`src/rtl/sabv_pkg.sv`:
```
// ----------------------------------------------------------------------------
// Signed angle between vectors: shared package
// Widths, payload structs, angle constants and the CORDIC arctangent table.
// ----------------------------------------------------------------------------
package sabv_pkg;

    localparam int COMPONENT_BITS = 16;
    localparam int CORDIC_STAGES  = 16;
    localparam int TABLE_LEN      = 24;
    localparam int NUM_ITER       = (CORDIC_STAGES < TABLE_LEN) ? CORDIC_STAGES : TABLE_LEN;

    localparam int PROD_W = 2 * COMPONENT_BITS;
    localparam int SUM_W  = PROD_W + 1;
    localparam int XY_W   = PROD_W + 4;
    localparam int Z_W    = 34;
    localparam int ANG_W  = 16;
    localparam int MAG_W  = 15;
    localparam int IDX_W  = $clog2(TABLE_LEN);
    localparam int RND_W  = Z_W - 17;

    localparam logic signed [Z_W-1:0] HALF_PI_Q30 = Z_W'(64'sd1686629713);
    localparam logic [MAG_W-1:0]      PI_Q13      = MAG_W'(25736);
    localparam logic [MAG_W-1:0]      HALF_PI_Q13 = MAG_W'(12868);

    typedef struct packed {
        logic signed [COMPONENT_BITS-1:0] a_x;
        logic signed [COMPONENT_BITS-1:0] a_y;
        logic signed [COMPONENT_BITS-1:0] b_x;
        logic signed [COMPONENT_BITS-1:0] b_y;
    } t_in;

    typedef struct packed {
        logic signed [ANG_W-1:0] angle;
        logic                    zero_vector;
    } t_out;

    // Per-item control that rides alongside the CORDIC datapath.
    typedef struct packed {
        logic             zero_vec;
        logic             fixed;
        logic [MAG_W-1:0] fixed_mag;
        logic             pos;
    } t_side;

    typedef struct packed {
        logic signed [XY_W-1:0] x;
        logic signed [XY_W-1:0] y;
        logic signed [Z_W-1:0]  z;
        t_side                  side;
    } t_cor;

    // atan(2^-i) in Q2.30, truncated.
    function automatic logic [Z_W-1:0] atan_q30(input logic [IDX_W-1:0] idx);
        logic [31:0] v;
        case (idx)
            5'd0:    v = 32'h3243F6A8;
            5'd1:    v = 32'h1DAC6705;
            5'd2:    v = 32'h0FADBAFC;
            5'd3:    v = 32'h07F56EA6;
            5'd4:    v = 32'h03FEAB76;
            5'd5:    v = 32'h01FFD55B;
            5'd6:    v = 32'h00FFFAAA;
            5'd7:    v = 32'h007FFF55;
            5'd8:    v = 32'h003FFFEA;
            5'd9:    v = 32'h001FFFFD;
            5'd10:   v = 32'h000FFFFF;
            5'd11:   v = 32'h0007FFFF;
            5'd12:   v = 32'h0003FFFF;
            5'd13:   v = 32'h0001FFFF;
            5'd14:   v = 32'h0000FFFF;
            5'd15:   v = 32'h00007FFF;
            5'd16:   v = 32'h00003FFF;
            5'd17:   v = 32'h00001FFF;
            5'd18:   v = 32'h00000FFF;
            5'd19:   v = 32'h000007FF;
            5'd20:   v = 32'h000003FF;
            5'd21:   v = 32'h000001FF;
            5'd22:   v = 32'h000000FF;
            5'd23:   v = 32'h0000007F;
            default: v = 32'h00000000;
        endcase
        return Z_W'(v);
    endfunction

endpackage

```
`src/rtl/sabv_finish.sv`:
```
// ----------------------------------------------------------------------------
// Signed angle between vectors: result stage
// Rounds the angle to Q3.13, clamps it, applies the sign and holds the result.
// ----------------------------------------------------------------------------
module sabv_finish (
    input  logic            i_clk,
    input  logic            i_rst_n,
    input  logic            i_en,
    input  logic            i_valid,
    input  sabv_pkg::t_cor  i_cor,
    output logic            o_valid,
    output sabv_pkg::t_out  o_data
);

    logic [sabv_pkg::Z_W-2:0]   z_pos;
    logic [sabv_pkg::Z_W-1:0]   z_sum;
    logic [sabv_pkg::RND_W-1:0] z_rnd;
    logic [sabv_pkg::MAG_W-1:0] mag_cordic, mag;
    logic [sabv_pkg::ANG_W-1:0] mag_ext;
    sabv_pkg::t_out             n_data, r_data;
    logic                       r_valid;

    always_comb begin
        z_pos   = i_cor.z[sabv_pkg::Z_W-1] ? '0 : i_cor.z[sabv_pkg::Z_W-2:0];
        z_sum   = {1'b0, z_pos} + sabv_pkg::Z_W'(65536);
        z_rnd   = z_sum[sabv_pkg::Z_W-1:17];
        mag_cordic = (z_rnd > sabv_pkg::RND_W'(sabv_pkg::PI_Q13)) ?
                     sabv_pkg::PI_Q13 : z_rnd[sabv_pkg::MAG_W-1:0];
        mag     = i_cor.side.fixed ? i_cor.side.fixed_mag : mag_cordic;
        mag_ext = sabv_pkg::ANG_W'(mag);

        n_data.zero_vector = i_cor.side.zero_vec;
        if (i_cor.side.zero_vec) begin
            n_data.angle = '0;
        end else if (i_cor.side.pos) begin
            n_data.angle = $signed(mag_ext);
        end else begin
            n_data.angle = -$signed(mag_ext);
        end
    end

    always_ff @(posedge i_clk) begin
        if (!i_rst_n) begin
            r_valid <= 1'b0;
        end else if (i_en) begin
            r_valid <= i_valid;
        end
    end

    always_ff @(posedge i_clk) begin
        if (i_en) begin
            r_data <= n_data;
        end
    end

    assign o_valid = r_valid;
    assign o_data  = r_data;

endmodule

```
`config.mk`:
```
export PLATFORM = sky130hd
export DESIGN_NAME = sabv_finish
export DESIGN_NICKNAME = d
export VERILOG_FILES = /design/src/rtl/sabv_pkg.sv /design/src/rtl/sabv_finish.sv
export SDC_FILE = /design/constraint.sdc
export NUM_CORES = 1
export LEC_CHECK = 0
export ABC_CLOCK_PERIOD_IN_PS = 11000
export BUFFER_PORTS_ARGS = -buffer_cell sky130_fd_sc_hd__buf_2
export CORE_UTILIZATION = 35
export CTS_CLUSTER_DIAMETER = 50
export DETAILED_ROUTE_END_ITERATION = 10
export PLACE_DENSITY = 0.74
export SKIP_LAST_GASP = 1
export SLEW_MARGIN = 10
export SYNTH_ARGS = -nofsm -noshare
export SYNTH_HDL_FRONTEND = slang
export SYNTH_SLANG_ARGS = --single-unit
```
`constraint.sdc`:
```
create_clock -name i_clk -period 11 [get_ports i_clk]
set_input_delay 1.65 -clock i_clk [delete_from_list [all_inputs] [get_ports i_clk]]
set_output_delay 1.65 -clock i_clk [all_outputs]
set_load 0.05 [all_outputs]
```
== After elaboration in Yosys (flattened, before gate mapping) ==
Cells that the tools add are included.

* Register bits: 18
* Bits of input ports: 128

* Reduce and logical (&&, ||, !) cells: 1
* $add $sub $neg: 2
* Magnitude comparators: 1
* Mux-type cells: 4

{| class="wikitable"
|+ Operators by type and width
! operator !! count
|-
| $mux 15 || 3
|-
| $add 33x17->34 const B || 1
|-
| $mux 33 || 1
|-
| $gt 17x15->1 const B || 1
|-
| $neg 15->16 || 1
|-
| $reduce_or 2->1 || 1
|}

== Longest topological paths before layout ==
Gate-level depths: netlist of the first run.

* Depth in word-level cells: 7
* Depth in mapped cells: 18
* Gate-level depth less buffers: 14

== Least setup slack after synthesis of the first run ==
OpenSTA, ideal clock, no wires.

* Path type: in2reg
* Start point: in i_cor[51] in the netlist's numbering
* End point: reg r_data (netlist bit o_data[13]), data pin
* Cell stages on the path: 18
* Data arrival time: 5,173 ps
* Path slack: 5,564 ps
* Buffers on the path: 4
* Cell sequence: buf_2 buf_1 clkbuf_1 nor2b_1 ha_1 nand2_1 or2_1 buf_2 nor3_1 a311oi_2 o21bai_4 o21a_4 o21a_4 a22oi_1 ha_1 and3_1 a31oi_1 mux2_1

* Cells in the longest elaborated chain, start to end: 7

{| class="wikitable"
|+ Ends and longest elaborated chain
! element !! line !! text
|-
| from (decl) || sabv_finish.sv:10 || <nowiki>input sabv_pkg::t_cor i_cor,</nowiki>
|-
| $mux 33 (*) || sabv_finish.sv:24 || <nowiki>z_pos = i_cor.z[sabv_pkg::Z_W-1] ? '0 : i_cor.z[sabv_pkg::Z_W-2:0];</nowiki>
|-
| $add 33x17->34 (*) || sabv_finish.sv:25 || <nowiki>z_sum = {1'b0, z_pos} + sabv_pkg::Z_W'(65536);</nowiki>
|-
| $gt 17x15->1 || sabv_finish.sv:27 || <nowiki>mag_cordic = (z_rnd > sabv_pkg::RND_W'(sabv_pkg::PI_Q13)) ?</nowiki>
|-
| $mux 15 (*) || sabv_finish.sv:27 ||
|-
| $mux 15 (*) || sabv_finish.sv:29 || <nowiki>mag = i_cor.side.fixed ? i_cor.side.fixed_mag : mag_cordic;</nowiki>
|-
| $neg 15->16 || sabv_finish.sv:38 || <nowiki>n_data.angle = -$signed(mag_ext);</nowiki>
|-
| $mux 15 (*) || sabv_finish.sv:35 || <nowiki>end else if (i_cor.side.pos) begin</nowiki>
|-
| to (signal assigned) || sabv_finish.sv:52 || <nowiki>r_data <= n_data;</nowiki>
|-
| to (decl) || sabv_finish.sv:20 || <nowiki>sabv_pkg::t_out n_data, r_data;</nowiki>
|}

Mark *: on every way between the ends. The rest lies on a longest branch, timed or not.
A chain may end at the register's enable or synchronous reset.

== Final worst setup path of the first run ==
Ends and elaborated chain as after synthesis.

==> results of run 1 <==
==> final timing paths <==
kind                   startpoint  cells past startpoint  slack [ps]                       end
min reg2reg  o_valid$_SDFFE_PN0P_                      2         520      o_valid$_SDFFE_PN0P_
min          o_valid$_SDFFE_PN0P_                      2         520      o_valid$_SDFFE_PN0P_
max                     i_cor[51]                     15        5660  o_data[13]$_SDFFCE_PP0P_
max reg2reg  o_valid$_SDFFE_PN0P_                      2       10420      o_valid$_SDFFE_PN0P_
==> cell type report <==
type                    instances  area [sq um]
clock buffers                   4          45.0
repair buffers                 57           285
inverters                       7          26.3
well taps                      77          96.3
multi-input cells             223          1700
fillers                       664          3700
flip-flops and latches         18           531
==> critical path, stage by stage <==
cell	delay (ps)
buf_2	390
nor2b_1	100
ha_1	290
nand2_1	190
or2_1	290
nor3_1	100
a311oi_2	450
o21bai_4	140
o21a_4	280
o21a_4	230
a22oi_1	280
ha_1	320
and3_1	190
a31oi_1	100
mux2_1	330
==> flip-flops by register name, indices dropped and copies added, names as in the netlist <==
name	cells
o_data	17
o_valid	1
==> power by group through the flow <==
stage / Combinational, mW / Sequential [mW] / Clock, mW
after floorplan: 0.0555 / 0.110 / 0
after global placement: 0.106 / 0.0856 / 0
after detailed placement: 0.107 / 0.0858 / 0
after CTS: 0.108 / 0.0844 / 0.0466
after global routing: 0.116 / 0.0849 / 0.0501
final: 0.108 / 0.0843 / 0.0451
==> cells in the final DEF (no fill, tap or decap), types with 3 or more instances in the layout <==
| cell type | count |
|---|---|
| o21a_1 | 3 |
| xnor2_1 | 5 |
| mux2_1 | 6 |
| o31a_1 | 4 |
| inv_1 | 7 |
| nor3_1 | 10 |
| o31ai_1 | 4 |
| clkbuf_8 | 3 |
| edfxtp_1 | 17 |
| o21ai_4 | 3 |
| mux2i_1 | 6 |
| nor2b_1 | 11 |
| ha_1 | 3 |
| o21ai_1 | 4 |
| nor2_1 | 29 |
| xor2_1 | 4 |
| o21ai_0 | 9 |
| buf_2 | 57 |
| nand3_1 | 6 |
| nand4_1 | 5 |
| a22oi_2 | 3 |
| nor4_1 | 6 |
| nand2b_1 | 6 |
| a21oi_1 | 8 |
| nand2_1 | 13 |
| or3_1 | 8 |
| a31oi_1 | 6 |
==> cells by family (layout without fill, tap and decap cells) <==
group	Yosys count	after routing	share of synthesized area [%]
AO/OA/AOI/OAI	82	82	30.6
XOR/XNOR	9	9	3.39
adder cells (fa/ha/maj)	3	3	1.61
buffers and inverters	21	68	3.93
flip-flops	18	18	22.8
multiplexers	15	15	7.10
AND/OR/NAND/NOR	114	114	30.6
==> per-layer routing <==
layer,vias to the layer above,wire [um]
met5,-,0
met4,0,0
met3,0,245
met2,60,3010
met1,1045,2490
li1,1110,-
==> per-stage QoR <==
stage | cells | worst slack [ps] | hold WS [ps]
5_1_grt | 386 | 5390 | 558
6_report | 386 | 5660 | 516
3_5_place_dp | 382 | 5360 | 505
4_1_cts | 386 | 5630 | 520
3_3_place_gp | 382 | 5430 | 491
2_1_floorplan | 262 | 5560 | 743
==> impl_metrics.toml, run 1 <==
[run_status]
outcome = "finished, final reports clean"

[flow_run]
cap_violations = 0

[power_and_ir_drop]
powerDensity_nw_per_um2 = 88.2
pwr-share-comb_pct = 45.4
p_sw_mw = 0.0930
p_sw_share_pct = 39.3
internal-power_mw = 0.144
power_frac_seq_pct = 35.6
peakVddDrop_uv = 67.5
p_leak_nw = 1.00
clockPowerShare_pct = 19.0
finalPower_mw = 0.237

[finish]
fin_util_pct = 42.1
final_layout_size_suffix_gt1_share_pct = 31.4
fin_nets = 441
diodes = 0
fin_area_sq_um = 2690
area_delta_synth_final_pct = 15.5

[yosys]
yosysTopAreaCellShare_pct = 21.9
syn-cell-area_sq_um = 2330
yosysMostFrequentCell = "nor2_1"
seq_area_frac_synth_pct = 22.8
async_flop_share_pct = 0
postSynthAreaPerCell_sq_um = 8.88
syn_nets = 393
synth_common_cells = "29 x nor2_1, 17 x edfxtp_1, 13 x nand2_1"
synth_seq_cells = 18
synth_flop_cell = "edfxtp_1"
syn_inst = 262
ys_types = 76
synth_edf_count = 17
synth_largest_area_cell = "edfxtp_1"
yosysWarnings = 0
synth_area_leaders = "edfxtp_1 22%, nor2_1 4.7%, nor2b_1 3.0%, mux2_1 2.9%, mux2i_1 2.6%"

[detailed_routing]
via_per_inst = 5.74
drt_iter0_drc = 133
dr_total_vias = 2215
wl_per_cell_um = 14.9
antenna_left = 0
drc_errors = 0
routed_wirelength_mm = 5.74
dr.pass1.iters = 4

[grt]
grt_pass1_vias = 2024
grt.overflow.total = 0
grt.met2_usage_pct = 31.1
grt_max_degree = 30
grt_first_pass_wirelength_mm = 9.42
grt_usage_pct = 16.3
grt_use_met1_pct = 20.1
antenna_found_initial = 0
use_met3_pct = 2.27
grt.busiest_layer = "met2"

[sta]
worstMarginPinSlew_ps = 530
fin_crit_ps = 5340
fin_setup_tns_ps = 0
rsz0062_at_grt = "false"
fmax_ghz = 0.187
relSlewSlack_pct = 64.3
hold_viol_final = 0
final_max_slew_viol_count = 0
setup_viol = 0
period_share_pct = 48.5
skew_ps = 0

[placed_design]
place_congestion = 0.894
portBuffers = 57
dpl.hpwl_mm = 4.64
dpl_cell_area_sq_um = 2640

[critical_path]
setup.worst_path.start_class = "input pin"
worstSetupEndpointType = "flip-flop"
crit_arrival_ps = 5340
cp_max_fo = 29
cp.required_ps = 11000
crit_type = "in2reg"

[clock_network]
clkTransAtPathRegs_ps = 60
clock-root-buffer = "clkbuf_8"
clk_latency_ps = 240
post_cts_resize_count = 0
clkSinkCount = 18
postCtsSetupBuffers = 0
htreeDepth = 1
cts_tree = "built"
cts_made_buffers = 3
clockBufferDepth = 2
ctsHoldBuffers = 0

[floorplanning]
io_pins = 146
fp.dieH_um = 83.5
fp.dieArea_sq_um = 6980
start_util_pct = 36.4
die_w_um = 83.5
rows = 29
core_area_sq_um = 6390

[worst_hold_path]
hold_path_class = "reg2reg"
No activity file was read; power rests on OpenSTA's default activity.
==> run 2, diff against run 1 <==
--- a/config.mk
+++ b/config.mk
@@ -5,7 +5,7 @@
 export SDC_FILE = /design/constraint.sdc
 export NUM_CORES = 1
 export LEC_CHECK = 0
-export ABC_CLOCK_PERIOD_IN_PS = 11000
+export ABC_CLOCK_PERIOD_IN_PS = 5000
 export BUFFER_PORTS_ARGS = -buffer_cell sky130_fd_sc_hd__buf_2
 export CORE_UTILIZATION = 35
 export CTS_CLUSTER_DIAMETER = 50
==> constraint.sdc (replaced) <==
create_clock -name i_clk -period 5 [get_ports i_clk]
set_input_delay 0.75 -clock i_clk [delete_from_list [all_inputs] [get_ports i_clk]]
set_output_delay 0.75 -clock i_clk [all_outputs]
set_load 0.05 [all_outputs]
==> impl_metrics.toml, run 2 (same netlist as run 1, synthesis figures left out) <==
[run_status]
outcome = "finished, final reports clean"

[floorplanning]
io_pins = 146
die_w_um = 83.5
core_area_sq_um = 6390
rows = 29
start_util_pct = 36.4
fp.dieArea_sq_um = 6980
fp.dieH_um = 83.5

[grt]
grt_pass1_vias = 2169
grt_usage_pct = 17.2
grt.overflow.total = 0
antenna_found_initial = 0
grt_max_degree = 30
grt_first_pass_wirelength_mm = 9.94

[critical_path]
crit_type = "in2reg"
regToRegEndpoint = "o_valid$_SDFFE_PN0P_"
max_stage_delay_ps = 450
slowest_stage = "mux2i_1"
crit_arrival_ps = 4360
r2r-start = "o_valid$_SDFFE_PN0P_"
cp.required_ps = 5000
worstSetupEndpointType = "flip-flop"
cp_max_fo = 16
setup.worst_path.start_class = "input pin"
cp.buffers_inverters = 2
cpMostUsedCell = "o21a_4"
crit_chain = "buf_2, buf_4, nand4b_4, nor4_2, mux2i_1, o211ai_1, nor2_1, o21a_4, o21a_4, a22oi_1, ha_1, and4_1, a31oi_1, mux2_1"
r2r_slack_ps = 4410
critPathTopFamily = "simple AND/OR/NAND/NOR gates"
worstRegToRegCells = 2

[detailed_routing]
antenna_left = 0
routed_wirelength_mm = 5.89
dr.pass1.iters = 4
dr_total_vias = 2235
wl_per_cell_um = 15.1
drc_errors = 0
drt_iter0_drc = 132
via_per_inst = 5.75

[power_and_ir_drop]
clockPowerShare_pct = 21.1
power_frac_seq_pct = 34.4
p_sw_share_pct = 38.4
powerDensity_nw_per_um2 = 198
internal-power_mw = 0.332
pwr-share-comb_pct = 44.5
p_sw_mw = 0.207
p_leak_nw = 1.02
peakVddDrop_uv = 134

[sta]
period_share_pct = 87.2
rsz0062_at_grt = "false"
fmax_ghz = 0.229
hold_ws_ps = 516
skew_ps = 0
worstMarginPinSlew_ps = 524
hold_viol_final = 0
fin_crit_ps = 4360
finalWorstSetupSlack_ps = 638
fin_setup_tns_ps = 0
setup_viol = 0
final_max_slew_viol_count = 0
relSlewSlack_pct = 64.7

[finish]
layout_common_cells = "57 x buf_2, 29 x nor2_1, 17 x edfxtp_1, 13 x nand2_1, 11 x nor2b_1"
area_delta_synth_final_pct = 16.9
fin_nets = 444
final-seq-area_sq_um = 531
fin_util_pct = 42.6
diodes = 0
largest_reg_flops = 17
nFillCells = 651
final_layout_size_suffix_gt1_share_pct = 32.4
multiInputGateArea_sq_um = 1700
mostFrequentLayoutCell = "buf_2"

[clock_network]
cts_tree = "built"
post_cts_resize_count = 0
postCtsSetupBuffers = 0
clkTransAtPathRegs_ps = 60
clockBufferDepth = 2
clkSinkCount = 18
clk_latency_ps = 250
ctsHoldBuffers = 0
clock-root-buffer = "clkbuf_8"
cts_made_buffers = 3
htreeDepth = 1

[placed_design]
place_congestion = 0.888
place_ws_ps = 406
portBuffers = 57
dpl.hpwl_mm = 4.71

[flow_run]
cap_violations = 0

[worst_hold_path]
hold_path.startpoint = "o_valid$_SDFFE_PN0P_"
hold_path_class = "reg2reg"
min_path_cells = 2
hold_end = "o_valid$_SDFFE_PN0P_"
run 2: cell count changes in the layout (fill, tap and decap cells not counted), sizes merged:
cell / delta
buf: +3
run 2: worst register-to-register path, cell delays in order (launching register included):
cell	delay (ps)
dfxtp_1	310
mux2i_1	120
nor2b_1	60
run 2: how the worst max path moves through the flow:
stage	from	endpoint	slack, ps	cells past startpoint
after floorplan	i_cor[51]	o_data[13]$_SDFFCE_PP0P_	460	18
after global placement	i_cor[51]	o_data[13]$_SDFFCE_PP0P_	520	14
after detailed placement	i_cor[51]	o_data[13]$_SDFFCE_PP0P_	410	14
after CTS	i_cor[51]	o_data[15]$_SDFFCE_PP0P_	640	14
after global routing	i_cor[51]	o_data[15]$_SDFFCE_PP0P_	400	14
final	i_cor[51]	o_data[15]$_SDFFCE_PP0P_	640	14
run 2: per-stage QoR:
step	instances	total power [mW]	instance area, sq um
global route	389	0.569	2720
CTS	389	0.543	2720
floorplan	262	0.363	2330
global placement	385	0.423	2670
detailed placement	385	0.427	2670
finish	389	0.538	2720
run 2: final cells by class:
| type | instances | share of cell area, % |
|---|---|---|
| clock buffers | 4 | 2.02 |
| well taps | 77 | 3.54 |
| flip-flops and latches | 18 | 19.5 |
| multi-input cells | 223 | 62.6 |
| inverters | 7 | 0.966 |
| repair buffers | 60 | 11.3 |
run 2: power by group through the flow:
stage / Combinational, mW / Sequential, mW / Clock, mW
floorplan: 0.122 / 0.241 / 0
global placement: 0.235 / 0.188 / 0
detailed placement: 0.238 / 0.189 / 0
CTS: 0.239 / 0.186 / 0.118
global route: 0.259 / 0.187 / 0.124
finish: 0.240 / 0.185 / 0.114
run 2: metal layers:
| metal | global-route usage [%] | vias to the layer above | part of all wire (%) |
|---|---|---|---|
| li1 | - | 1111 | - |
| met1 | 21.6 | 1059 | 45 |
| met2 | 31.4 | 56 | 50 |
| met3 | 2.57 | 9 | 4.2 |
| met4 | 3.08 | 0 | 1.1 |
| met5 | 0 | - | 0 |
==> run 3, diff against run 2 <==
--- a/config.mk
+++ b/config.mk
@@ -7,11 +7,13 @@
 export LEC_CHECK = 0
 export ABC_CLOCK_PERIOD_IN_PS = 5000
 export BUFFER_PORTS_ARGS = -buffer_cell sky130_fd_sc_hd__buf_2
-export CORE_UTILIZATION = 35
+export CAP_MARGIN = 20
+export CELL_PAD_IN_SITES_DETAIL_PLACEMENT = 1
+export CELL_PAD_IN_SITES_GLOBAL_PLACEMENT = 2
+export CORE_UTILIZATION = 23
 export CTS_CLUSTER_DIAMETER = 50
 export DETAILED_ROUTE_END_ITERATION = 10
-export PLACE_DENSITY = 0.74
-export SKIP_LAST_GASP = 1
+export PLACE_DENSITY = 0.87
 export SLEW_MARGIN = 10
 export SYNTH_ARGS = -nofsm -noshare
 export SYNTH_HDL_FRONTEND = slang
==> impl_metrics.toml, run 3 (same netlist as run 1, synthesis figures left out) <==
[grt]
grt_first_pass_wirelength_mm = 11.2
grt.met2_usage_pct = 25.6
grt_pass1_vias = 2303
antenna_found_initial = 0
grt_max_degree = 30
grt.overflow.total = 0
use_met3_pct = 1.83
grt_usage_pct = 13.4
grt_use_met1_pct = 16.6
grt.busiest_layer = "met2"

[clock_network]
clkSinkCount = 18
clock-root-buffer = "clkbuf_8"
post_cts_resize_count = 0
cts_made_buffers = 3
htreeDepth = 1
clockBufferDepth = 2
clk_latency_ps = 240
postCtsSetupBuffers = 0
clkTransAtPathRegs_ps = 70
cts_tree = "built"
ctsHoldBuffers = 0

[sta]
fin_crit_ps = 4340
hold_viol_final = 0
finalWorstSetupSlack_ps = 656
setup_viol = 0
worstMarginPinSlew_ps = 543
rsz0062_at_grt = "false"
relSlewSlack_pct = 63.4
fin_setup_tns_ps = 0
period_share_pct = 86.9
fmax_ghz = 0.230
skew_ps = 0
final_max_slew_viol_count = 0

[run_status]
outcome = "finished, final reports clean"

[floorplanning]
rows = 36
fp.dieH_um = 103
die_w_um = 103
io_pins = 146
core_area_sq_um = 9770
start_util_pct = 23.8
fp.dieArea_sq_um = 10500

[detailed_routing]
dr.pass1.iters = 4
wl_per_cell_um = 15.3
drt_iter0_drc = 79
via_per_inst = 4.95
routed_wirelength_mm = 6.81
dr_total_vias = 2200
antenna_left = 0
drc_errors = 0

[worst_hold_path]
hold_path_class = "reg2reg"

[placed_design]
place_congestion = 0.785
place_ws_ps = 366
dpl.hpwl_mm = 5.63
portBuffers = 57
dpl_cell_area_sq_um = 2730

[finish]
nFillCells = 1180
diodes = 0
fin_area_sq_um = 2770
fin_nets = 443
layout_common_cells = "57 x buf_2, 29 x nor2_1, 17 x edfxtp_1, 13 x nand2_1, 11 x nor2b_1"
final_layout_size_suffix_gt1_share_pct = 31.8
area_delta_synth_final_pct = 19.2
largest_reg_flops = 17
mostFrequentLayoutCell = "buf_2"

[critical_path]
slowest_stage = "a2111o_1"
setup.worst_path.start_class = "input pin"
crit_arrival_ps = 4350
crit_type = "in2reg"
cp_max_fo = 15
cp.required_ps = 5000
max_stage_delay_ps = 440
crit_chain = "buf_2, nor2b_1, ha_1, nand2_1, or2_1, a2111o_1, nand2_4, nor2_1, o21a_4, o21a_4, a22oi_1, ha_1, and4_1, a31oi_1, mux2_1"
worstSetupEndpointType = "flip-flop"

[power_and_ir_drop]
p_leak_nw = 1.01
peakVddDrop_uv = 75.8
powerDensity_nw_per_um2 = 191

[flow_run]
cap_violations = 0
## run 3: power by group
group          internal (mW)  switching [mW]  total, mW
Sequential             0.182         0.00295      0.185
Combinational         0.0794           0.164      0.243
Clock                 0.0545          0.0454     0.0999
Total                  0.316           0.212      0.528
## run 3: metal layers
metal	routed length [um]	vias to the layer above	share of wire, %
met1	3150	1053	46
met4	14	0	0.21
li1	-	1111	-
met2	3420	34	50
met5	0	-	0
met3	225	2	3.3
## run 3: layout make-up
type,instances,area (sq um),area share (%)
Tap cell,133,166,6.00
Clock inverter,1,3.75,0.135
Sequential cell,18,531,19.1
Timing Repair Buffer,59,300,10.8
Clock buffer,3,41.3,1.49
Inverter,7,26.3,0.948
Multi-Input combinational cell,223,1700,61.5
## run 3: per-stage QoR
step / power [mW] / util [%] / cells / hold slack (ps)
4_1_cts: 0.534 / 28.4 / 444 / 539
3_5_place_dp: 0.433 / 27.9 / 440 / 534
6_report: 0.528 / 28.4 / 444 / 533
5_1_grt: 0.563 / 28.4 / 444 / 551
3_3_place_gp: 0.428 / 27.9 / 440 / 493
2_1_floorplan: 0.363 / - / 262 / 743
## run 3: final timing paths
kind,from,endpoint,slack (ps),cells past startpoint
hold reg to reg,o_valid$_SDFFE_PN0P_,o_valid$_SDFFE_PN0P_,530,2
setup reg to reg,o_valid$_SDFFE_PN0P_,o_valid$_SDFFE_PN0P_,4410,2
setup / recovery,i_cor[51],o_data[15]$_SDFFCE_PP0P_,660,15
hold / removal,o_valid$_SDFFE_PN0P_,o_valid$_SDFFE_PN0P_,530,2
## run 3: critical path, delay by kind of cell
family          cells  cell delay, ps
compound gates      5            1260
simple gates        6            1220
fa+ha+maj           2             590
mux                 1             330
buf+inv             1             190
